**src/hdl/stg_pkg.sv**
```systemverilog
// Shared types, constants and the quarter-wave sine table for the sine tone generator.
// No dependencies; every other file in hdl/ imports this package.
package stg_pkg;

    localparam int PHASE_BITS       = 32;
    localparam int SINE_TABLE_DEPTH = 1024;   // must be a power of two

    localparam int NOTE_BITS    = 24;
    localparam int RATE_BITS    = 18;
    localparam int VOL_BITS     = 15;
    localparam int MAG_BITS     = 15;
    localparam int SAMPLE_BITS  = 16;
    localparam int CFG_BITS     = 18;

    localparam int IDX_BITS     = $clog2(SINE_TABLE_DEPTH);
    localparam int ROM_ADDR_W   = IDX_BITS + 1;
    localparam int DIV_STEPS    = NOTE_BITS + PHASE_BITS - 8;
    localparam int DIV_CNT_W    = $clog2(DIV_STEPS + 1);
    localparam int MUL_CNT_W    = $clog2(MAG_BITS + 1);

    localparam logic [RATE_BITS-1:0] RATE_RESET = RATE_BITS'(48000);
    localparam logic [VOL_BITS-1:0]  VOL_RESET  = VOL_BITS'(10000);

    // Configuration register indexes.
    localparam logic CFG_SAMPLE_RATE = 1'b0;
    localparam logic CFG_VOLUME      = 1'b1;

    localparam logic [63:0] HALF_PI_Q30 = 64'd1686629713;
    localparam logic [63:0] HALF_Q30    = 64'd536870912;
    localparam logic [63:0] FULL_SCALE  = 64'd32767;

    localparam int TAYLOR_DIV [0:6] = '{6, 20, 42, 72, 110, 156, 210};

    typedef enum logic [1:0] {
        S_IDLE,
        S_BUSY,
        S_HOLD
    } t_state;

    typedef logic [MAG_BITS-1:0] t_sine_rom [0:SINE_TABLE_DEPTH];

    // Builds the table at elaboration: Taylor series through x^15 in Q2.30,
    // then rounded to Q1.15 and clamped.
    function automatic t_sine_rom build_sine_rom();
        t_sine_rom          rom;
        logic [63:0]        x;
        logic [63:0]        term;
        logic [63:0]        v;
        logic signed [63:0] sum;
        for (int i = 0; i <= SINE_TABLE_DEPTH; i++) begin
            x    = (64'(i) * HALF_PI_Q30) / 64'(SINE_TABLE_DEPTH);
            term = x;
            sum  = signed'(x);
            for (int k = 0; k < 7; k++) begin
                term = (term * x) >> 30;
                term = (term * x) >> 30;
                term = term / 64'(TAYLOR_DIV[k]);
                if ((k & 1) != 0) begin
                    sum = sum + signed'(term);
                end else begin
                    sum = sum - signed'(term);
                end
            end
            if (sum < 0) begin
                sum = 64'sd0;
            end
            v = ((unsigned'(sum) * FULL_SCALE) + HALF_Q30) >> 30;
            if (v > FULL_SCALE) begin
                v = FULL_SCALE;
            end
            rom[i] = v[MAG_BITS-1:0];
        end
        return rom;
    endfunction

    localparam t_sine_rom SINE_ROM = build_sine_rom();

endpackage

```
**src/hdl/stg_mul.sv**
```systemverilog
// Bit-serial shift-and-add multiplier: sine magnitude times volume, one bit a cycle.
// Depends on stg_pkg; gives the product shifted right by MAG_BITS.
module stg_mul
    import stg_pkg::*;
(
    input  logic                i_clk,
    input  logic                i_rst_n,
    input  logic                i_start,
    input  logic [MAG_BITS-1:0] i_mag,
    input  logic [VOL_BITS-1:0] i_vol,
    output logic [MAG_BITS-1:0] o_high
);

    logic [MUL_CNT_W-1:0] r_cnt, n_cnt;
    logic [MAG_BITS-1:0]  r_mag;
    logic [MAG_BITS-1:0]  r_hi, n_hi;
    logic [VOL_BITS-1:0]  r_lo, n_lo;
    logic [MAG_BITS:0]    sum;

    // The low register starts with the multiplier and fills with product bits.
    assign sum = {1'b0, r_hi} + (r_lo[0] ? {1'b0, r_mag} : {(MAG_BITS + 1){1'b0}});

    always_comb begin
        n_cnt = r_cnt;
        n_hi  = r_hi;
        n_lo  = r_lo;
        if (i_start) begin
            n_cnt = MUL_CNT_W'(VOL_BITS);
            n_hi  = '0;
            n_lo  = i_vol;
        end else if (r_cnt != '0) begin
            n_cnt = r_cnt - 1'b1;
            n_hi  = sum[MAG_BITS:1];
            n_lo  = {sum[0], r_lo[VOL_BITS-1:1]};
        end
    end

    always_ff @(posedge i_clk) begin
        if (!i_rst_n) begin
            r_cnt <= '0;
        end else begin
            r_cnt <= n_cnt;
        end
    end

    always_ff @(posedge i_clk) begin
        if (i_start) begin
            r_mag <= i_mag;
        end
        r_hi <= n_hi;
        r_lo <= n_lo;
    end

    assign o_high = r_hi;

endmodule

```
**config.mk**
```make
export PLATFORM = sky130hd
export DESIGN_NAME = stg_mul
export DESIGN_NICKNAME = d
export VERILOG_FILES = /design/src/hdl/stg_pkg.sv /design/src/hdl/stg_mul.sv
export SDC_FILE = /design/constraint.sdc
export NUM_CORES = 1
export LEC_CHECK = 0
export ABC_AREA = 1
export BUFFER_PORTS_ARGS = -buffer_cell sky130_fd_sc_hd__buf_2
export CORE_MARGIN = 3
export CORE_UTILIZATION = 38
export DETAILED_ROUTE_END_ITERATION = 12
export PLACE_DENSITY = 0.58
export SLEW_MARGIN = 20
export SYNTH_ARGS = -nofsm -noshare
export SYNTH_HDL_FRONTEND = slang
export SYNTH_SLANG_ARGS = --single-unit
```
**constraint.sdc**
```tcl
create_clock -name i_clk -period 1.9 [get_ports i_clk]
set_input_delay 0 -clock i_clk [delete_from_list [all_inputs] [get_ports i_clk]]
set_output_delay 0 -clock i_clk [all_outputs]
set_load 0.02 [all_outputs]
```
# Yosys cells after proc, flatten, opt, wreduce, memory -nomap -nowiden
# Cells that the tools add are included.
# Widths: inputs -> output; s select.
# word_totals
reg_bits	49
input_bits	33
out_inout_bits	15
elab_cells	13
# op_classes
reduce_logical	2
n_mux	5
addsub	2
# op_table
operator	count
$mux 15	3
$add 15x15->16	1
$mux 4	2
$reduce_bool 4->1	1
$sub 4x1->4 const B	1
$reduce_bool 2->1	1

# Logic depth before layout (Yosys ltp)
# Gate-level depths: netlist (run 1).
# logic_depth
depth_word	4
depth_mapped	15
depth_no_buf	14

# Worst setup path before layout (run 1)
# Ideal clock, no wire load.
# synth_timing
path_type	register to register
start	reg r_lo[0]
end	reg r_hi[7], in the netlist o_high[7]
path_slack_ns	-0.145
t_arrival_ns	1.931
t_required_ns	1.786
path_stages_with_launch	13
setup_ns	0.114
cell_sequence	edfxtp_1 -> clkbuf_1 -> nand2_1 -> inv_1 -> ha_1 -> fa_1 -> nand3_1 -> nand2_1 -> nand2_1 -> nand2_1 -> xor2_1 -> o21bai_1 -> inv_1
# synth_via
elab_chain_cells	2
# synth_lines
item	line_no	source
start: declaration	stg_mul.sv:17	logic [VOL_BITS-1:0] r_lo, n_lo;
start signal: assignment	stg_mul.sv:51	r_lo <= n_lo;
$mux 15	stg_mul.sv:21	assign sum = {1'b0, r_hi} + (r_lo[0] ? {1'b0, r_mag} : {(MAG_BITS + 1){1'b0}});
$add 15x15->16	stg_mul.sv:21	
end signal: assignment	stg_mul.sv:50	r_hi <= n_hi;
end: declaration	stg_mul.sv:16	logic [MAG_BITS-1:0] r_hi, n_hi;
# Every way passes these cells.
# A chain may end at the register's enable or synchronous reset.

# Worst setup path after layout (run 1)
# layout_timing
start	reg r_lo[0]
end	reg r_hi[13], in the netlist o_high[13]
# The elaborated chain is that of the path after synthesis.

==> results of run 1 <==
worst register-to-register path, cell delays in order, from the launching register on:
cell and delay, ns:
edfxtp_1 0.50, nand2_2 0.11, inv_2 0.04, ha_4 0.15, fa_2 0.35, nand2_1 0.07, nand2_1 0.05, nand3_1 0.07
nand2_2 0.10, nand2_2 0.10, nand2_2 0.06, nand2_2 0.06, nand3_2 0.05, nand2_1 0.06, inv_1 0.03
cells in the final DEF, fill, tap and decap left out, drive strengths merged, types with 15 or more instances in the layout:
cell type	synthesis	routed
dfxtp	19	19
inv	77	77
dlygate4sd3	0	30
a21oi	15	15
nand3	21	21
nand2	139	139
ha	17	17
buf	3	68
nor2	15	15
o21ai	17	17
edfxtp	30	30
cell type report:
| cell class | instances | share of cell area |
|---|---|---|
| clock buffer | 5 | 0.0169 |
| tap | 99 | 0.0304 |
| multi-input combinational | 247 | 0.380 |
| timing repair buffer | 98 | 0.175 |
| sequential | 49 | 0.314 |
| inverter | 78 | 0.0727 |
| clock inverter | 3 | 0.0107 |
repair_timing:
action                                  4_1_cts  5_1_grt
endpoints found under the setup margin        8       13
resized for setup                            19       48
pin swaps                                     5        8
setup buffers                                 1        6
hold buffers                                 30        0
endpoints found under the hold margin        33        0
logic make-up after synthesis:
kind of cell | share of synthesized area
AND/OR/NAND/NOR | 0.259
buffers and inverters | 0.114
flip-flops | 0.448
AO/OA/AOI/OAI | 0.0765
adder cells (fa/ha/maj) | 0.0813
XOR/XNOR | 0.0214
through the flow:
stage / setup TNS, ns / std cells
finish: 0 / 579
global route: -0.876 / 579
CTS: -0.00379 / 573
detailed placement: -0.399 / 534
global placement: -0.175 / 534
floorplan: -0.00418 / 382
layer usage:
metal  up-vias  track usage  wire (um)
li1       1375            -          -
met1      1195        0.232       3390
met2        54        0.275       3470
met3         9       0.0268        257
met4         0       0.0476         80
met5         -            0          0
registers in the layout, summed over array words and instances, names as in the netlist:
register and count:
o_high 15, r_mag 15, r_lo 15, r_cnt 4
how the worst max path moves through the flow:
stage          cells after the start    endpoint    start
4_1_cts                           14  o_high[13]  r_lo[0]
3_3_place_gp                      14  o_high[13]  r_lo[0]
2_1_floorplan                     15  o_high[13]  r_lo[0]
5_1_grt                           13  o_high[12]  r_lo[0]
6_report                          14  o_high[13]  r_lo[0]
3_5_place_dp                      14  o_high[13]  r_lo[0]
power by group:
group | switching, mW | internal (mW) | total, mW | leakage [nW]
sequential | 0.139 | 1.30 | 1.44 | 0.467
combinational | 0.763 | 0.642 | 1.40 | 1.63
clock | 0.374 | 0.394 | 0.768 | 0.0547
==> flow_summary.toml, run 1 <==
[logic_synthesis]
synthTopCellsByArea = "edfxtp_1 31%, nand2_1 18%, dfxtp_1 13%, inv_1 9.8%, ha_1 7.4%"
yosys-top-cells-count = "138 x nand2_1, 75 x inv_1, 30 x edfxtp_1"
ys.flop_type = "edfxtp_1"
synth-seq-cells = 49
netlist_instances = 382
synth_edf_count = 30
synthArstFlopShare = 0
ys_types = 26
yosysWarnings = 0
yosysMostFrequentCell = "nand2_1"
syn_nets = 433
synth_area_sq_um = 2860
synth.yosys.seq_area_share = 0.448
yosys.area.top_type_share = 0.315
syn_area_per_cell_sq_um = 7.49
synth_top_cell_by_area = "edfxtp_1"

[critical_path]
rr_startpoint = "r_lo[0]"
critPathBufInv = 2
start_kind = "register"
critPathMaxFanout = 5
crit_required_ns = 2.11
crit_family = "simple AND/OR/NAND/NOR gates"
critPathKind = "reg2reg"
rrSetupSlack_ns = 0.02
cp-end-kind = "register"
timing.rr.end = "o_high[13]"
rr_worst_depth = 14
max_stage_delay_ns = 0.50
crit_path_frequent_cell = "nand2_2"
crit_slowest_cell = "edfxtp_1"
cp.arrival_ns = 2.10
crit_chain = "nand2_2 -> inv_2 -> ha_4 -> fa_2 -> nand2_1 -> nand2_1 -> nand3_1 -> nand2_2 -> nand2_2 -> nand2_2 -> nand2_2 -> nand3_2 -> nand2_1 -> inv_1"

[route]
drtIter0Drc = 100
wl_per_cell_um = 12.4
route.detailed.drc = 0
dr.pass1.iters = 4
ant_nets = 0
vias = 2633
drt-total-wl_um = 7200
viasPerCell = 4.55

[final_layout]
antennaDiodeCount = 0
final_cell_area_sq_um = 4080
syn2layout_area_growth_pct = 42.4
multi_input_area_sq_um = 1550
ff_latch_area_sq_um = 1280
nNetsFinal = 530
post-route-util = 0.559
fill_cells = 718
drive_gt1_frac = 0.308

[hold_path]
min_to = "r_lo[0]"
min_path_type = "in2reg"
holdCritStartpoint = "i_vol[0]"
whs_path_depth = 3

[sta]
hold_viol = 0
fin_skew_ns = 0.00808
max_clock_freq_ghz = 0.531
hold_ws_ns = 0.0136
max_slew_margin = 0.627
fin_ws_ns = 0.0156
drv_slew = 0
finalSetupViolCount = 0
grt_setup_unrepaired = "yes"
post-route-period-util = 0.992
worst_slew_pin_slew_ns = 0.558
finalCriticalPeriod_ns = 1.88

[clock_network]
cts_tree = "done"
clk_pin_slew_ns = 0.09
ctsLongestPathBuffers = 2
clock_latency_ns = 0.31
cts_root_buf = "clkbuf_8"
cts_max_level = 2
cts.sinks = 49
numCtsBuffers = 5

[floorplan]
io_pins = 48
core_region_area_sq_um = 7290
num_rows = 31
dieArea_sq_um = 8610
die_x_um = 92.8
initial_core_util = 0.393
die_y_um = 92.8

[placed_design]
pre_cts_slack_ns = -0.128
place_area_sq_um = 3310
hpwl_um = 4840
gp_congestion = 0.896
io_buffers = 47

[global_routing]
grt_pass1_vias = 2475
grtUsageTotal = 0.169
gr-total-overflow = 0
grt_first_pass_wirelength_um = 11700
antenna_found_initial = 0
grt_max_degree = 34

[flow_run]
maxCapViolCount = 0

[outcome]
status = "finished clean"

[power]
total_power_mw = 3.62
powerDensity_nw_per_um2 = 887
power_leakage_nw = 2.15
ir_drop_mv = 0.363
(Power assumes the default switching activity.)
==> run 2: changes to the inputs <==
--- a/config.mk
+++ b/config.mk
@@ -10,7 +10,7 @@
 export CORE_MARGIN = 3
 export CORE_UTILIZATION = 38
 export DETAILED_ROUTE_END_ITERATION = 12
-export PLACE_DENSITY = 0.58
+export PLACE_DENSITY = 0.63
 export SLEW_MARGIN = 20
 export SYNTH_ARGS = -nofsm -noshare
 export SYNTH_HDL_FRONTEND = slang
==> flow_summary.toml, run 2 (synthesis gave the netlist of run 1 again) <==
[critical_path]
cp-end-kind = "register"
rrSetupSlack_ns = -0.01
critPathKind = "reg2reg"
start_kind = "register"
critPathMaxFanout = 6
timing.rr.end = "o_high[13]"
crit_required_ns = 2.12
cp.arrival_ns = 2.13
rr_worst_depth = 13
rr_startpoint = "r_lo[0]"

[final_layout]
antennaDiodeCount = 0
syn2layout_area_growth_pct = 43.5
nNetsFinal = 532
final_cells = 581
final_cell_mix = "104 x nand2_1, 63 x inv_1, 47 x buf_2"
layout_commonest_cell = "nand2_1"
drive_gt1_frac = 0.324

[global_routing]
grt_first_pass_wirelength_um = 11600
gr-total-overflow = 0
grt_max_degree = 34
grt_pass1_vias = 2479
antenna_found_initial = 0
grtUsageTotal = 0.168

[flow_run]
maxCapViolCount = 0

[sta]
finalCriticalPeriod_ns = 1.91
max_clock_freq_ghz = 0.523
hold_viol = 0
worst_slew_pin_slew_ns = 0.671
fin_skew_ns = 0.00913
post-route-period-util = 1.01
fin_ws_ns = -0.0130
hold_ws_ns = 0.0859
max_slew_margin = 0.552
drv_slew = 0
finalSetupViolCount = 1
grt_setup_unrepaired = "yes"

[placed_design]
io_buffers = 47
placed_cells = 537
gp_congestion = 0.864
hpwl_um = 4700

[floorplan]
initial_core_util = 0.393
core_region_area_sq_um = 7290
die_y_um = 92.8
dieArea_sq_um = 8610
die_x_um = 92.8
io_pins = 48
num_rows = 31

[hold_path]
holdCritStartpoint = "i_start"
min_to = "r_mag[9]"
min_path_type = "in2reg"
whs_path_depth = 1

[route]
ant_nets = 0
drt-total-wl_um = 7110
vias = 2648
viasPerCell = 4.56
route.detailed.drc = 0
drtIter0Drc = 81
wl_per_cell_um = 12.2
dr.pass1.iters = 4

[clock_network]
cts_root_buf = "clkbuf_8"
clk_pin_slew_ns = 0.11
cts_tree = "done"
ctsLongestPathBuffers = 2
cts_max_level = 2
numCtsBuffers = 5
cts.sinks = 49
clock_latency_ns = 0.31

[power]
power_leakage_nw = 2.19
total_power_mw = 3.59
ir_drop_mv = 0.461
powerDensity_nw_per_um2 = 875

[outcome]
violations = "negative setup slack"
status = "finished, violations left"
run 2: cell count changes in the layout (fill, tap and decap cells not counted), sizes merged:
cell and delta:
inv +3, clkinvlp -2, buf +1, bufinv -1
dlygate4sd3 +1
run 2: where the power goes:
part | leakage [nW] | internal (mW) | switching, mW
clock network | 0.0511 | 0.279 | 0.413
logic | 1.67 | 0.670 | 0.796
registers | 0.467 | 1.31 | 0.132
total | 2.19 | 2.25 | 1.34
run 2: critical path, stage by stage (launching register included):
cell and delay (ns):
edfxtp_1 0.51, buf_6 0.19, nand2_1 0.07, inv_2 0.04
ha_4 0.30, nand2_4 0.06, nor2_4 0.10, inv_1 0.06
nor2_2 0.14, nand2_4 0.07, nand3_1 0.08, nand3_1 0.08
nand2_1 0.07, inv_1 0.04
run 2: layer usage:
| metal | up-vias | routed length [um] | global-route usage |
|---|---|---|---|
| li1 | 1385 | - | - |
| met1 | 1202 | 3270 | 0.228 |
| met2 | 49 | 3470 | 0.274 |
| met3 | 12 | 261 | 0.0301 |
| met4 | 0 | 115 | 0.0513 |
| met5 | - | 0 | 0 |
run 2: worst max-delay path by stage:
stage / startpoint / to / slack [ns] / cells after the start
floorplan: r_lo[0] / o_high[13] / -0.004 / 15
global placement: r_lo[0] / o_high[13] / -0.07 / 13
detailed placement: r_lo[0] / o_high[13] / -0.06 / 14
CTS: r_lo[0] / o_high[13] / 0.004 / 14
global route: r_lo[0] / o_high[9] / -0.15 / 14
finish: r_lo[0] / o_high[13] / -0.01 / 13
run 2: stage by stage:
step                      area (sq um)  setup WS [ns]  utilization  setup TNS, ns
after detailed placement          3330        -0.0578        0.457         -0.157
after global placement            3330        -0.0721        0.457         -0.137
after floorplan                   2890       -0.00418            -       -0.00418
final                             4110        -0.0130        0.563        -0.0130
after global routing              4110         -0.146        0.563         -0.881
after CTS                         3920        0.00399        0.537              0
run 2: repair_timing:
action,in CTS,in global routing
hold endpoints to repair,33,0
endpoints found under the setup margin,6,11
setup buffers,1,4
hold buffers,31,0
pin swaps,7,33
resized for setup,23,58
run 2: area by class of cell:
class                           instances  area, sq um
Clock buffer                            5         68.8
Inverter                               78          293
Clock inverter                          3         28.8
Multi-Input combinational cell        247         1600
Timing Repair Buffer                  100          718
Fill cell                             668         3180
Sequential cell                        49         1280
Tap cell                               99          124
==> run 3: changes to the inputs <==
--- a/config.mk
+++ b/config.mk
@@ -11,6 +11,7 @@
 export CORE_UTILIZATION = 38
 export DETAILED_ROUTE_END_ITERATION = 12
 export PLACE_DENSITY = 0.63
+export SETUP_SLACK_MARGIN = 0.15
 export SLEW_MARGIN = 20
 export SYNTH_ARGS = -nofsm -noshare
 export SYNTH_HDL_FRONTEND = slang
==> flow_summary.toml, run 3 (synthesis gave the netlist of run 1 again) <==
[outcome]
violations = "negative setup slack"
status = "finished, violations left"

[route]
drt-total-wl_um = 7490
vias = 2721
drtIter0Drc = 151
wl_per_cell_um = 12.8
route.detailed.drc = 0
ant_nets = 0
dr.pass1.iters = 6
viasPerCell = 4.64

[clock_network]
cts_tree = "done"
cts.sinks = 49
numCtsBuffers = 5
clk_pin_slew_ns = 0.11
cts_root_buf = "clkbuf_8"
clock_latency_ns = 0.32
ctsLongestPathBuffers = 2
cts_max_level = 2

[critical_path]
start_kind = "register"
timing.rr.end = "o_high[7]"
crit_chain = "buf_6 -> nand2_2 -> inv_2 -> ha_4 -> fa_2 -> nand3_1 -> nand2_2 -> nand2_1 -> nand2_1 -> xor2_1 -> o21bai_1 -> inv_1"
rrSetupSlack_ns = -0.06
rr_worst_depth = 12
max_stage_delay_ns = 0.39
rr_startpoint = "r_lo[0]"
critPathMaxFanout = 6
crit_slowest_cell = "edfxtp_1"
critPathKind = "reg2reg"
cp.arrival_ns = 2.19
cp-end-kind = "register"
crit_required_ns = 2.13

[placed_design]
io_buffers = 47
gp_congestion = 0.952
hpwl_um = 4660
pre_cts_slack_ns = -0.134

[sta]
max_slew_margin = 0.636
worst_slew_pin_slew_ns = 0.545
tns_ns = -0.0811
hold_ws_ns = 0.0731
fin_ws_ns = -0.0591
drv_slew = 0
post-route-period-util = 1.03
fin_skew_ns = 0.0117
max_clock_freq_ghz = 0.510
grt_setup_unrepaired = "yes"
finalCriticalPeriod_ns = 1.96
finalSetupViolCount = 4
hold_viol = 0

[global_routing]
grt_first_pass_wirelength_um = 11400
grt_max_degree = 34
antenna_found_initial = 0
grt_pass1_vias = 2494
gr-total-overflow = 0
grtUsageTotal = 0.166

[floorplan]
die_y_um = 92.8
num_rows = 31
die_x_um = 92.8
dieArea_sq_um = 8610
io_pins = 48
initial_core_util = 0.393
core_region_area_sq_um = 7290

[power]
ir_drop_mv = 0.492
power_leakage_nw = 2.26
total_power_mw = 3.71
powerDensity_nw_per_um2 = 867

[final_layout]
drive_gt1_frac = 0.368
antennaDiodeCount = 0
nNetsFinal = 537
layout_commonest_cell = "nand2_1"
post-route-util = 0.588
syn2layout_area_growth_pct = 49.7
final_cell_mix = "98 x nand2_1, 55 x inv_1, 47 x buf_2"

[flow_run]
maxCapViolCount = 0

[hold_path]
min_to = "r_mag[2]"
holdCritStartpoint = "i_start"
whs_path_depth = 1
min_path_type = "in2reg"
==> run 3: cell count changes in the layout (fill, tap and decap cells not counted), sizes merged <==
cell	delta
clkinvlp	+3
buf	+5
inv	-3
==> run 3: routing by layer <==
layer | vias up | share of wire | track usage
met5 | - | 0 | 0
met4 | 0 | 0.023 | 0.0611
met3 | 16 | 0.041 | 0.0341
met2 | 66 | 0.48 | 0.278
met1 | 1242 | 0.45 | 0.212
li1 | 1397 | - | -
==> run 3: final cells by class <==
class                   instances  area, sq um
fillers                       645         3010
multi-input cells             247         1690
flip-flops and latches         49         1280
repair buffers                105          788
inverters                      78          307
well taps                      99          124
clock buffers                   5         68.8
clock inverters                 3         26.3
==> run 3: how the worst max path moves through the flow <==
| stage | end | from | slack [ns] |
|---|---|---|---|
| final | o_high[7] | r_lo[0] | -0.06 |
| after global routing | o_high[7] | r_lo[0] | -0.15 |
| after CTS | o_high[13] | r_lo[0] | 0.03 |
| after detailed placement | o_high[12] | r_lo[0] | -0.13 |
| after global placement | o_high[12] | r_lo[0] | -0.12 |
| after floorplan | o_high[13] | r_lo[0] | -0.004 |
==> run 3: through the flow <==
step / cells / area, sq um
after detailed placement: 535 / 3360
final: 586 / 4280
after CTS: 581 / 4050
after global routing: 586 / 4280
after global placement: 535 / 3360
after floorplan: 382 / 2920
==> run 3: repair_timing <==
item | in CTS | in global routing
setup buffers | 6 | 5
setup endpoints to repair | 12 | 28
gates cloned | 1 | 0
pin swaps | 18 | 35
resized for setup | 50 | 61
hold buffers | 31 | 0
endpoints found under the hold margin | 34 | 0
==> run 3: power by group <==
group	internal, mW	switching (mW)
sequential	1.30	0.131
combinational	0.729	0.867
clock	0.269	0.412
==> run 3: critical path, delay by kind of cell, from the launching register on <==
kind                       cells  cell delay [ns]
AOI/OAI and AO/OA              1             0.13
xor gates and xnor gates       1             0.15
adders and majority gates      2             0.53
buffers and inverters          3             0.24
DFF                            1             0.39
and+or+nand+nor                5             0.43
