## src/hdl/stg_pkg.sv

```systemverilog
// Shared types, constants and the quarter-wave sine table for the sine tone generator.
// No dependencies; every other file in hdl/ imports this package.
package stg_pkg;

    localparam int PHASE_BITS       = 32;
    localparam int SINE_TABLE_DEPTH = 1024;   // must be a power of two

    localparam int NOTE_BITS    = 24;
    localparam int RATE_BITS    = 18;
    localparam int VOL_BITS     = 15;
    localparam int MAG_BITS     = 15;
    localparam int SAMPLE_BITS  = 16;
    localparam int CFG_BITS     = 18;

    localparam int IDX_BITS     = $clog2(SINE_TABLE_DEPTH);
    localparam int ROM_ADDR_W   = IDX_BITS + 1;
    localparam int DIV_STEPS    = NOTE_BITS + PHASE_BITS - 8;
    localparam int DIV_CNT_W    = $clog2(DIV_STEPS + 1);
    localparam int MUL_CNT_W    = $clog2(MAG_BITS + 1);

    localparam logic [RATE_BITS-1:0] RATE_RESET = RATE_BITS'(48000);
    localparam logic [VOL_BITS-1:0]  VOL_RESET  = VOL_BITS'(10000);

    // Configuration register indexes.
    localparam logic CFG_SAMPLE_RATE = 1'b0;
    localparam logic CFG_VOLUME      = 1'b1;

    localparam logic [63:0] HALF_PI_Q30 = 64'd1686629713;
    localparam logic [63:0] HALF_Q30    = 64'd536870912;
    localparam logic [63:0] FULL_SCALE  = 64'd32767;

    localparam int TAYLOR_DIV [0:6] = '{6, 20, 42, 72, 110, 156, 210};

    typedef enum logic [1:0] {
        S_IDLE,
        S_BUSY,
        S_HOLD
    } t_state;

    typedef logic [MAG_BITS-1:0] t_sine_rom [0:SINE_TABLE_DEPTH];

    // Builds the table at elaboration: Taylor series through x^15 in Q2.30,
    // then rounded to Q1.15 and clamped.
    function automatic t_sine_rom build_sine_rom();
        t_sine_rom          rom;
        logic [63:0]        x;
        logic [63:0]        term;
        logic [63:0]        v;
        logic signed [63:0] sum;
        for (int i = 0; i <= SINE_TABLE_DEPTH; i++) begin
            x    = (64'(i) * HALF_PI_Q30) / 64'(SINE_TABLE_DEPTH);
            term = x;
            sum  = signed'(x);
            for (int k = 0; k < 7; k++) begin
                term = (term * x) >> 30;
                term = (term * x) >> 30;
                term = term / 64'(TAYLOR_DIV[k]);
                if ((k & 1) != 0) begin
                    sum = sum + signed'(term);
                end else begin
                    sum = sum - signed'(term);
                end
            end
            if (sum < 0) begin
                sum = 64'sd0;
            end
            v = ((unsigned'(sum) * FULL_SCALE) + HALF_Q30) >> 30;
            if (v > FULL_SCALE) begin
                v = FULL_SCALE;
            end
            rom[i] = v[MAG_BITS-1:0];
        end
        return rom;
    endfunction

    localparam t_sine_rom SINE_ROM = build_sine_rom();

endpackage

```

## src/hdl/stg_div.sv

```systemverilog
// Bit-serial restoring divider for the phase step: (note_hz << (PHASE_BITS-8)) / rate.
// Depends on stg_pkg; one quotient bit a cycle, low PHASE_BITS bits kept.
module stg_div
    import stg_pkg::*;
(
    input  logic                  i_clk,
    input  logic                  i_rst_n,
    input  logic                  i_start,
    input  logic [NOTE_BITS-1:0]  i_num,
    input  logic [RATE_BITS-1:0]  i_den,
    output logic                  o_done,
    output logic [PHASE_BITS-1:0] o_quot
);

    logic [DIV_CNT_W-1:0]  r_cnt;
    logic                  r_done;
    logic [NOTE_BITS-1:0]  r_num;
    logic [RATE_BITS-1:0]  r_den;
    logic [RATE_BITS-1:0]  r_rem;
    logic [PHASE_BITS-1:0] r_quo;
    logic [RATE_BITS:0]    trial;
    logic [RATE_BITS:0]    diff;
    logic                  ge;

    assign trial = {r_rem, r_num[NOTE_BITS-1]};
    assign diff  = trial - {1'b0, r_den};
    assign ge    = trial >= {1'b0, r_den};

    always_ff @(posedge i_clk) begin
        if (!i_rst_n) begin
            r_cnt  <= '0;
            r_done <= 1'b0;
        end else if (i_start) begin
            r_cnt  <= DIV_CNT_W'(DIV_STEPS);
            r_done <= 1'b0;
        end else begin
            r_done <= (r_cnt == DIV_CNT_W'(1));
            if (r_cnt != '0) begin
                r_cnt <= r_cnt - 1'b1;
            end
        end
    end

    // Numerator bits leave MSB first; zeros follow for the fractional shift.
    always_ff @(posedge i_clk) begin
        if (i_start) begin
            r_num <= i_num;
            r_den <= i_den;
            r_rem <= '0;
            r_quo <= '0;
        end else if (r_cnt != '0) begin
            r_num <= {r_num[NOTE_BITS-2:0], 1'b0};
            r_rem <= ge ? diff[RATE_BITS-1:0] : trial[RATE_BITS-1:0];
            r_quo <= {r_quo[PHASE_BITS-2:0], ge};
        end
    end

    assign o_done = r_done;
    // A zero sample rate leaves the phase still.
    assign o_quot = (r_den == '0) ? '0 : r_quo;

endmodule

```

## config.mk

```make
export PLATFORM = sky130hd
export DESIGN_NAME = stg_div
export DESIGN_NICKNAME = d
export VERILOG_FILES = /design/src/hdl/stg_pkg.sv /design/src/hdl/stg_div.sv
export SDC_FILE = /design/constraint.sdc
export NUM_CORES = 1
export LEC_CHECK = 0
export BUFFER_PORTS_ARGS = -buffer_cell sky130_fd_sc_hd__buf_2
export CAP_MARGIN = 10
export CORE_UTILIZATION = 57
export CTS_CLUSTER_SIZE = 24
export DETAILED_ROUTE_END_ITERATION = 16
export PLACE_DENSITY = 0.91
export SLEW_MARGIN = 20
export SYNTH_ARGS = -nofsm -noshare
export SYNTH_HDL_FRONTEND = slang
export SYNTH_SLANG_ARGS = --single-unit
```

## constraint.sdc

```tcl
create_clock -name i_clk -period 2.7 [get_ports i_clk]
set_input_delay 0.27 -clock i_clk [delete_from_list [all_inputs] [get_ports i_clk]]
set_output_delay 0.27 -clock i_clk [all_outputs]
set_load 0.05 [all_outputs]
```

# == Yosys cells after proc, flatten, opt, wreduce, memory -nomap -nowiden ==
# Cells that the tools add are included.
# word_totals
output_inout_bits,33
elab_cells,22
register_bits,99
input_bits,45
# op_classes
magnitude_cmp,1
n_eq_ne,1
n_mux,6
n_addsub,2
reduce_logical,4
bitwise,1
# ops
op,n
$mux 24,2
$mux 32,1
$ge 19x18->1,1
$logic_not 18->1,1
$mux 18,1
$sub 18x18->18,1
$mux 6,2
$eq 6x1->1 const B,1
$reduce_bool 6->1,1
$sub 6x1->6 const B,1
$reduce_bool 2->1,1
$reduce_or 2->1,1
$not 1->1,1

# == Depth between registers and ports, before layout ==
# Gate-level depths: netlist of run 1.
# depth
depth_word,3
depth_mapped,11
mapped_depth_nobuf,11

# == Worst setup path before layout of run 1 ==
# Ideal clock, no wire load.
# synth_path
path_type,register to register
start,register r_num[23]
end,register r_rem[16]
required_time_ps,2568
setup_ps,132
path_buffers,0
setup_slack_ps,302
path_stages_with_launch,12
synth_period_minus_slack_ps,2398
arrival_ps,2266
cell_sequence,edfxtp_1 inv_1 ha_1 inv_1 fa_1 a211oi_1 o21ai_2 o31ai_4 o21bai_1 a311oi_1 o211a_1 nor4_2
# synth_via
elab_chain_cells,2
word_cells_on_any_way,3
cone_classes,add/sub (1); order compare (1); mux (1)
# synth_lines
element,line,rtl
start: declaration,stg_div.sv:17,logic [NOTE_BITS-1:0] r_num;
start signal: assignment,stg_div.sv:47,r_num <= i_num;
start signal: assignment,stg_div.sv:52,"r_num <= {r_num[NOTE_BITS-2:0], 1'b0};"
$sub 18x18->18 / $ge 19x18->1 (equally long branches),"stg_div.sv:26, stg_div.sv:27",
$mux 18 *,stg_div.sv:53,r_rem <= ge ? diff[RATE_BITS-1:0] : trial[RATE_BITS-1:0];
end signal: assignment,stg_div.sv:53,
end: declaration,stg_div.sv:19,logic [RATE_BITS-1:0] r_rem;
# Mark *: on every way between the ends. The rest lies on a longest branch, timed or not.
# A chain may end at the register's enable or synchronous reset.

# == Worst setup path in the final report of run 1 ==
# Same ends and word-level chain as after synthesis.

==> metrics.txt, run 1 <==
buffers plus inverters on the worst setup path 2; outcome finished, final reports clean; Synth cell types 57; drt drc 0; clk_lat worst skew 0.37 ns; critical path depth 11; DP Area 5570 um^2; Antenna diodes 0; mean post-synth cell area 9.73 um^2; die height 96.4 um; Worst Hold Class primary input to register; WHS 0.0698 ns; final-report setup violation count 0; number of max-cap violations 0; share of cells above drive strength 1 25.0%; FF+latch count, synth 99; commonest non-fill, non-tap cell in the layout nand2_1; critical path data required time 2.94 ns; FP Rows 34; Worst EP arrival 2.83 ns; pwr dens 896 nW/um^2; FF-to-FF End r_rem[16]$_SDFFE_PP0N_; Fin. Hold Viols 0; number of global-route vias before repair 3,702; Port Buf Inserts 77; post-route ant nets 0; number of flops mapped to enable cells by yosys 42; final wirelength 10,700 um; DR vias/cell 5.70; Worst setup SP type register; Crit path max-delay family compound AO/OA/AOI/OAI gates; Post-Route Skew 0.0119 ns; Routed WL per cell 15.1 um; Reg2Reg Launch Point r_num[23]$_DFFE_PP_; Max Clock Freq 0.386 GHz; dpl cells 690; first-pass GRT wire length 16,400 um; Tcrit/Tclk final 96.0%; # IOs 78; fin cells 709; max-slew violations 0; P&R area growth vs syn 14.7%; kind of critical path register to register; fillers 678; CP Max Fanout 4; crit-path cells inv_1 > ha_1 > inv_1 > fa_2 > a211oi_2 > o21ai_2 > o31ai_4 > o21bai_2 > a311oi_1 > o211a_1 > nor4_2; sequential area share after synthesis 47.3%; initial drt markers 240; chip width 96.4 um; Overflow after GRT 0; CP dominant cell by count inv_1; Vias 4,040; Detailed Place HPWL 7430 um; Pre-Repair DR Iteration Count 5; hold path cells 1; Longest Clk Path Bufs 2; CTS tree done; worst slew pin tran 0.588 ns; core area 8680 um^2; worst setup path endpoint r_rem[16]$_SDFFE_PP0N_; routability cong. 0.916; CTS Buf Count 9; Post-synth ARST share 0%; Design Area, Final 5820 um^2; Critical Path Slowest Stage Cell edfxtp_1; net count after synthesis 588; H-tree depth 3; Mapped Cells 522; max incr delay on CP 0.42 ns; die area 9290 um^2; hold_buf cts 0; Critical Path End Type register; post-route minimum period 2.59 ns; crit path launch r_num[23]$_DFFE_PP_; R2R depth 11; Primary FF master, synth dfxtp_1; maximum vdd drop 0.000472 V; starting density of the core 58.5%; synthesis warning total 0; initial antenna violation count 0; total track usage 23.2%; clock-pin transition on the worst setup and hold timing paths 0.10 ns; largest net degree at the start of global routing 41; Layout Nets 662; clock sinks 99; Reg2Reg Setup Slack 0.11 ns; Max-slew headroom 60.7%; root buf cell clkbuf_8; commonest cells after routing, fill and taps aside nand2_1 (77), buf_2 (76), dfxtp_1 (57); Netlist Area Pre-Place 5080 um^2; Leak 2.51 nW
## area by class of cell
type	count	area (um^2)	area share (%)
Sequential cell	99	2400	41.2
Timing Repair Buffer	91	493	8.46
Tap cell	108	135	2.32
Clock inverter	6	78.8	1.35
Clock buffer	10	138	2.36
Multi-Input combinational cell	371	2490	42.7
Inverter	24	90.1	1.55
## cells by family (layout without fill, tap and decap cells)
kind of cell             count (synthesis)  after routing  share of synthesized area (%)
AO/OA/AOI/OAI                          113            113                           15.1
buffers and inverters                   52            131                           4.11
multiplexers                            33             33                           7.10
flip-flops                              99             99                           47.3
adder cells (fa/ha/maj)                 21             21                           5.32
XOR/XNOR                                15             15                           2.59
AND/OR/NAND/NOR                        189            189                           18.5
## power by group
group          internal [mW]  switching, mW
clock                  0.503          0.507
combinational          0.930           1.29
sequential              1.82          0.168
## flip-flops by register name (all words and copies together), names as in the netlist
register	cells
r_quo	32
r_den	18
r_num	24
r_rem	18
o_done	1
r_cnt	6
## worst min-delay path by stage
stage | start | endpoint | slack [ns]
after global placement | r_quo[31]$_SDFFE_PP0N_ | r_quo[31]$_SDFFE_PP0N_ | 0.43
after CTS | i_den[3] | r_den[3]$_DFFE_PP_ | 0.07
after detailed placement | r_quo[31]$_SDFFE_PP0N_ | r_quo[31]$_SDFFE_PP0N_ | 0.44
after global routing | i_den[3] | r_den[3]$_DFFE_PP_ | 0.06
final | i_den[4] | r_den[4]$_DFFE_PP_ | 0.07
after floorplan | i_den[0] | r_den[0]$_DFFE_PP_ | 0.37
## cell usage after synthesis, drive strengths merged (9+ instances only)
cell type / n / share of area (%)
nand2: 79 / 6.0
dfxtp: 57 / 22
a21oi: 50 / 5.1
edfxtp: 42 / 25
nor2b: 33 / 4.1
nor2: 29 / 2.1
inv: 24 / 1.8
mux2: 24 / 5.3
ha: 20 / 4.9
clkbuf: 19 / 1.4
nor3: 13 / 1.5
a211oi: 12 / 1.8
xnor2: 10 / 1.7
buf: 9 / 0.94
mux2i: 9 / 1.8
nor4: 9 / 1.2
o21ai: 9 / 1.0
## stage by stage
stage | setup WS (ns) | utilization [%] | total power [mW] | TNS (ns)
floorplan | 0.302 | - | 3.66 | 0
global placement | 0.204 | 64.2 | 4.03 | 0
detailed placement | 0.0535 | 64.2 | 4.14 | 0
CTS | 0.0209 | 66.7 | 5.17 | 0
global route | -0.0263 | 67.1 | 5.50 | -0.0306
finish | 0.109 | 67.1 | 5.22 | 0
## what timing repair did
item / CTS / global route
setup endpoints to repair: 0 / 5
gates resized for setup: 0 / 3
buffers inserted: 0 / 3
## routing by layer
layer / global-route usage (%) / up-vias / share of wire (%)
met3: 3.99 / 23 / 5.2
met4: 10.4 / 0 / 2.5
met5: 0 / - / 0
met2: 42.3 / 138 / 51
met1: 26.3 / 1887 / 42
li1: - / 1992 / -
Note: power is estimated with default switching activity, not from simulation.
==> inputs of run 2 (changes only) <==
PLACE_DENSITY = 0.8   (was 0.91)
==> run 2 against run 1 <==
- routed wire length is 3.7% lower
- global-route usage down 0.17 points
- register-to-register slack better by 0.02 ns
- combinational power increased by 2%
- sequential share of layout area is 0.27 points lower
- power down 0.61%
- clock-buffer cell count unchanged
- cell count is 0.85% higher
- sequential cell count stayed put
- die area did not move
- critical path depth is the same
- critical path type unchanged
- critical endpoint is now r_rem[14]$_SDFFE_PP0N_
- highest routed layer unchanged
==> metrics.txt, run 2 (same netlist as run 1, synthesis figures left out) <==
Max-slew headroom 60.2% (-0.45 points); buffers plus inverters on the worst setup path 2 (unchanged); Worst Hold Class primary input to register; Final Total Pwr 5.19 mW (-0.61%); number of max-cap violations 0 (unchanged); met2 wire len 5070 um (-6.4%); Critical Path End Type register; clock sinks 99 (unchanged); DR vias/cell 5.53 (-2.9%); postcts setup bufs 0 (unchanged); commonest cells after routing, fill and taps aside nand2_1 (77), buf_2 (76), dfxtp_1 (57); largest net degree at the start of global routing 45 (+9.8%); clock-pin transition on the worst setup and hold timing paths 0.10 ns (about the same); Fin. Hold Viols 0 (unchanged); max incr delay on CP 0.42 ns (about the same); crit-path cells inv_1 > ha_1 > inv_1 > fa_1 > a211oi_2 > o21ai_2 > o31ai_4 > a31oi_1 > a21oi_1 > xor2_1 > a311oi_1; total track usage 23.0% (-0.17 points); pwr dens 885 nW/um^2 (-1.3%); worst slack at placement -0.0674 ns (-0.121 ns); Max Clock Freq 0.390 GHz (+0.97%); die area 9290 um^2 (unchanged); RSZ-0062 raised after global routing no; root buf cell clkbuf_8; outcome finished, final reports clean; # IOs 78 (unchanged); post-route minimum period 2.57 ns (-0.0248 ns); number of flip-flops in the largest register 32 (unchanged); FP Rows 34 (unchanged); Overflow after GRT 0 (unchanged); kind of critical path register to register; CP dominant cell by count inv_1; Longest Clk Path Bufs 2 (unchanged); hold path cells 1 (unchanged); final wirelength 10,300 um (-3.7%); chip width 96.4 um (unchanged); Critical Path Slowest Stage Cell fa_1; DP Area 5630 um^2 (+1.1%); commonest non-fill, non-tap cell in the layout nand2_1; Worst setup SP type register; dpl cells 698 (+1.2%); Vias 3,957 (-2.1%); critical path depth 11 (unchanged); Crit path max-delay family compound AO/OA/AOI/OAI gates; first-pass GRT wire length 16,500 um (+0.42%); CTS tree done; initial antenna violation count 0 (unchanged); routability cong. 0.933 (+1.9%); Layout Nets 668 (+0.91%); fillers 708 (+4.4%); CTS Buf Count 9 (unchanged); H-tree depth 3 (unchanged); initial drt markers 196 (-18%); Routed WL per cell 14.5 um (-4.5%); Reg area 2400 um^2 (unchanged); met3 WL post-DR 467 um (-16%); number of global-route vias before repair 3,686 (-0.43%); fin cells 715 (+0.85%); Tcrit/Tclk final 95.0% (-0.92 points); Leak 2.51 nW (about the same); die height 96.4 um (unchanged); M1 WL 4650 um (+3.7%); post-route ant nets 0 (unchanged); drt drc 0 (unchanged); Reg with most FFs r_quo; worst slew pin tran 0.597 ns (+0.00873 ns); P&R area growth vs syn 15.4%; Detailed Place HPWL 7290 um (-1.9%); Port Buf Inserts 77 (unchanged); share of cells above drive strength 1 25.0% (+0.083 points); Pre-Repair DR Iteration Count 6 (+1); final worst slack 0.134 ns (+0.0248 ns); Regs by FF count r_quo x32, r_num x24; max-slew violations 0 (unchanged); R2R depth 11 (unchanged); Multi-input gate area 2510 um^2 (+1.1%); starting density of the core 58.5% (unchanged); CP Max Fanout 4 (unchanged); Worst EP arrival 2.84 ns (about the same); final-report setup violation count 0 (unchanged); maximum vdd drop 0.000603 V (+28%); Post-Route Skew 0.0110 ns (-0.000899 ns); max layer used met4; Design Area, Final 5860 um^2 (+0.67%); Antenna diodes 0 (unchanged); core area 8680 um^2 (unchanged); clk_lat worst skew 0.35 ns (-0.02 ns); critical path data required time 2.97 ns (+0.03 ns)
run 2: path summary, 6_finish.rpt:
check / startpoint / endpoint / slack, ns
max: r_num[23]$_DFFE_PP_ / r_rem[14]$_SDFFE_PP0N_ / 0.13
min: i_den[8] / r_den[8]$_DFFE_PP_ / 0.08
max reg2reg: r_num[23]$_DFFE_PP_ / r_rem[14]$_SDFFE_PP0N_ / 0.13
min reg2reg: r_quo[31]$_SDFFE_PP0N_ / r_quo[31]$_SDFFE_PP0N_ / 0.45
run 2: area by class of cell:
type	count	area share, %
inverter	24	1.54
clock buffer	10	2.18
clock inverter	6	1.09
tap	108	2.30
timing repair buffer	96	9.05
multi-input combinational	372	42.9
sequential	99	41.0
run 2: worst reg2reg max path: stages, from the launching register on:
cell and delay, ns:
edfxtp_1 0.40, inv_1 0.08, ha_1 0.15, inv_1 0.05, fa_1 0.42, a211oi_2 0.28, o21ai_2 0.12, o31ai_4 0.26
a31oi_1 0.17, a21oi_1 0.22, xor2_1 0.08, a311oi_1 0.25
run 2: per-stage QoR:
stage / TNS (ns) / util [%] / hold WS, ns
floorplan: 0 / - / 0.369
global placement: 0 / 64.9 / 0.435
detailed placement: -0.0840 / 64.9 / 0.442
CTS: 0 / 67.2 / 0.0679
global route: 0 / 67.6 / 0.0606
finish: 0 / 67.6 / 0.0833
run 2: metal layers:
metal / vias to the layer above / GRT usage, %
met5: - / 0
met4: 0 / 7.23
met3: 14 / 4.38
met2: 108 / 38.8
met1: 1834 / 29.8
li1: 2001 / -
run 2: what timing repair did:
item | 4_1_cts | 5_1_grt
cloned | 0 | 1
gates resized for setup | 1 | 3
hold buffers | 0 | 0
setup endpoints to repair | 9 | 6
run 2: power by group:
| part | switching, mW | internal [mW] |
|---|---|---|
| combinational | 1.31 | 0.963 |
| sequential | 0.161 | 1.82 |
| clock | 0.507 | 0.429 |
==> inputs of run 3 (changes only) <==
CTS_BUF_LIST = sky130_fd_sc_hd__clkbuf_8 sky130_fd_sc_hd__clkbuf_16   (was default)
==> run 3 against run 2 <==
- highest routed layer unchanged
- die area unchanged
- via count about the same
- setup slack unchanged
- fmax unchanged
==> metrics.txt, run 3 (same netlist as run 1, synthesis figures left out) <==
initial drt markers 194 (-1.0%); Max Clock Freq 0.390 GHz (unchanged); clock-pin transition on the worst setup and hold timing paths 0.10 ns (about the same); WHS 0.0832 ns (-0.0000730 ns); chip width 96.4 um (unchanged); routability cong. 0.933 (unchanged); commonest non-fill, non-tap cell in the layout nand2_1; total track usage 23.0% (unchanged); worst slew pin tran 0.597 ns (unchanged); number of global-route vias before repair 3,686 (unchanged); share of cells above drive strength 1 25.0% (unchanged); final worst slack 0.134 ns (unchanged); Pre-Repair DR Iteration Count 6 (unchanged); H-tree depth 3 (unchanged); hold_buf cts 0 (unchanged); clk_lat worst skew 0.35 ns (about the same); Fin. Hold Viols 0 (unchanged); Reg2Reg Launch Point r_num[23]$_DFFE_PP_; Antenna diodes 0 (unchanged); P&R area growth vs syn 15.4% (unchanged); FP Rows 34 (unchanged); Worst EP arrival 2.84 ns (about the same); final-report setup violation count 0 (unchanged); final wirelength 10,300 um (about the same); drt drc 0 (unchanged); die area 9290 um^2 (unchanged); Final Total Pwr 5.18 mW (about the same); Regs by FF count r_quo x32, r_num x24; met3 WL post-DR 467 um (unchanged); DR vias/cell 5.54 (about the same); R2R depth 11 (unchanged); worst slack at placement -0.0674 ns (unchanged); Layout Nets 668 (unchanged); pwr dens 884 nW/um^2 (about the same); FF-to-FF End r_rem[14]$_SDFFE_PP0N_; Tcrit/Tclk final 95.0% (unchanged); max layer used met4; Longest Clk Path Bufs 2 (unchanged); outcome finished, final reports clean; met2 wire len 5080 um (+0.14%); max incr delay on CP 0.42 ns (about the same); CP Max Fanout 4 (unchanged); Critical Path Slowest Stage Cell fa_1; Worst setup SP type register; post-route minimum period 2.57 ns (unchanged); critical path data required time 2.97 ns (about the same); Critical Path End Type register; Reg with most FFs r_quo; number of flip-flops in the largest register 32 (unchanged); post-route ant nets 0 (unchanged); M1 WL 4650 um (about the same); die height 96.4 um (unchanged); starting density of the core 58.5% (unchanged); Routed WL per cell 14.5 um (about the same); crit-path cells inv_1 > ha_1 > inv_1 > fa_1 > a211oi_2 > o21ai_2 > o31ai_4 > a31oi_1 > a21oi_1 > xor2_1 > a311oi_1; root buf cell clkbuf_8; critical hold path startpoint i_den[8]; Port Buf Inserts 77 (unchanged); initial antenna violation count 0 (unchanged); number of max-cap violations 0 (unchanged); fillers 708 (unchanged); CTS tree done; hold path cells 1 (unchanged); Detailed Place HPWL 7290 um (unchanged); Overflow after GRT 0 (unchanged); largest net degree at the start of global routing 45 (unchanged); buffers plus inverters on the worst setup path 2 (unchanged); kind of critical path register to register; max-slew violations 0 (unchanged); CP dominant cell by count inv_1; Leak 2.52 nW (+0.17%); Crit path max-delay family compound AO/OA/AOI/OAI gates; Worst Hold Class primary input to register; first-pass GRT wire length 16,500 um (unchanged); Max-slew headroom 60.2% (unchanged); commonest cells after routing, fill and taps aside nand2_1 (77), buf_2 (76), dfxtp_1 (57); clock sinks 99 (unchanged); Post-Route Skew 0.0109 ns (-0.000101 ns); Reg2Reg Setup Slack 0.13 ns (about the same); CTS Buf Count 9 (unchanged); core area 8680 um^2 (unchanged); RSZ-0062 raised after global routing no; Vias 3,960 (+0.076%); # IOs 78 (unchanged); maximum vdd drop 0.000603 V (about the same); Worst Hold End r_den[8]$_DFFE_PP_
run 3: cell count changes in the layout (fill, tap and decap cells not counted), sizes merged:
cell and change:
inv +1, clkbuf -1
run 3: cell type report:
cell class / count / area, um^2 / share of cell area, %
timing repair buffer: 96 / 531 / 9.05
tap: 108 / 135 / 2.30
sequential: 99 / 2400 / 41.0
inverter: 24 / 90.1 / 1.54
multi-input combinational: 372 / 2510 / 42.9
clock buffer: 9 / 124 / 2.11
clock inverter: 7 / 67.6 / 1.15
run 3: report_power, final:
| part | switching [mW] | internal (mW) |
|---|---|---|
| logic | 1.31 | 0.963 |
| clock network | 0.507 | 0.425 |
| registers | 0.161 | 1.82 |
| total | 1.98 | 3.21 |
run 3: stage by stage:
step	area (um^2)	utilization, %	TNS [ns]	std cells
floorplan	5080	-	0	522
global placement	5630	64.9	0	698
detailed placement	5630	64.9	-0.0840	698
CTS	5830	67.2	0	714
global route	5860	67.6	0	715
finish	5860	67.6	0	715
run 3: how the worst max path moves through the flow:
| stage | from | depth (start not counted) | end |
|---|---|---|---|
| floorplan | r_num[23]$_DFFE_PP_ | 11 | r_rem[16]$_SDFFE_PP0N_ |
| global placement | r_den[4]$_DFFE_PP_ | 9 | r_rem[12]$_SDFFE_PP0N_ |
| detailed placement | r_den[4]$_DFFE_PP_ | 9 | r_rem[11]$_SDFFE_PP0N_ |
| CTS | r_num[23]$_DFFE_PP_ | 11 | r_rem[14]$_SDFFE_PP0N_ |
| global route | r_num[23]$_DFFE_PP_ | 11 | r_rem[14]$_SDFFE_PP0N_ |
| finish | r_num[23]$_DFFE_PP_ | 11 | r_rem[14]$_SDFFE_PP0N_ |
run 3: timing repair:
| item | in CTS | in global routing |
|---|---|---|
| gates cloned | 0 | 1 |
| setup endpoints to repair | 9 | 6 |
| resized for setup | 1 | 3 |
| setup buffers | 0 | 0 |
| endpoints found under the hold margin | 0 | 0 |
run 3: metal layers:
metal	vias to the layer above	GRT usage (%)
li1	2001	-
met1	1837	29.8
met2	108	38.8
met3	14	4.38
met4	0	7.23
met5	-	0
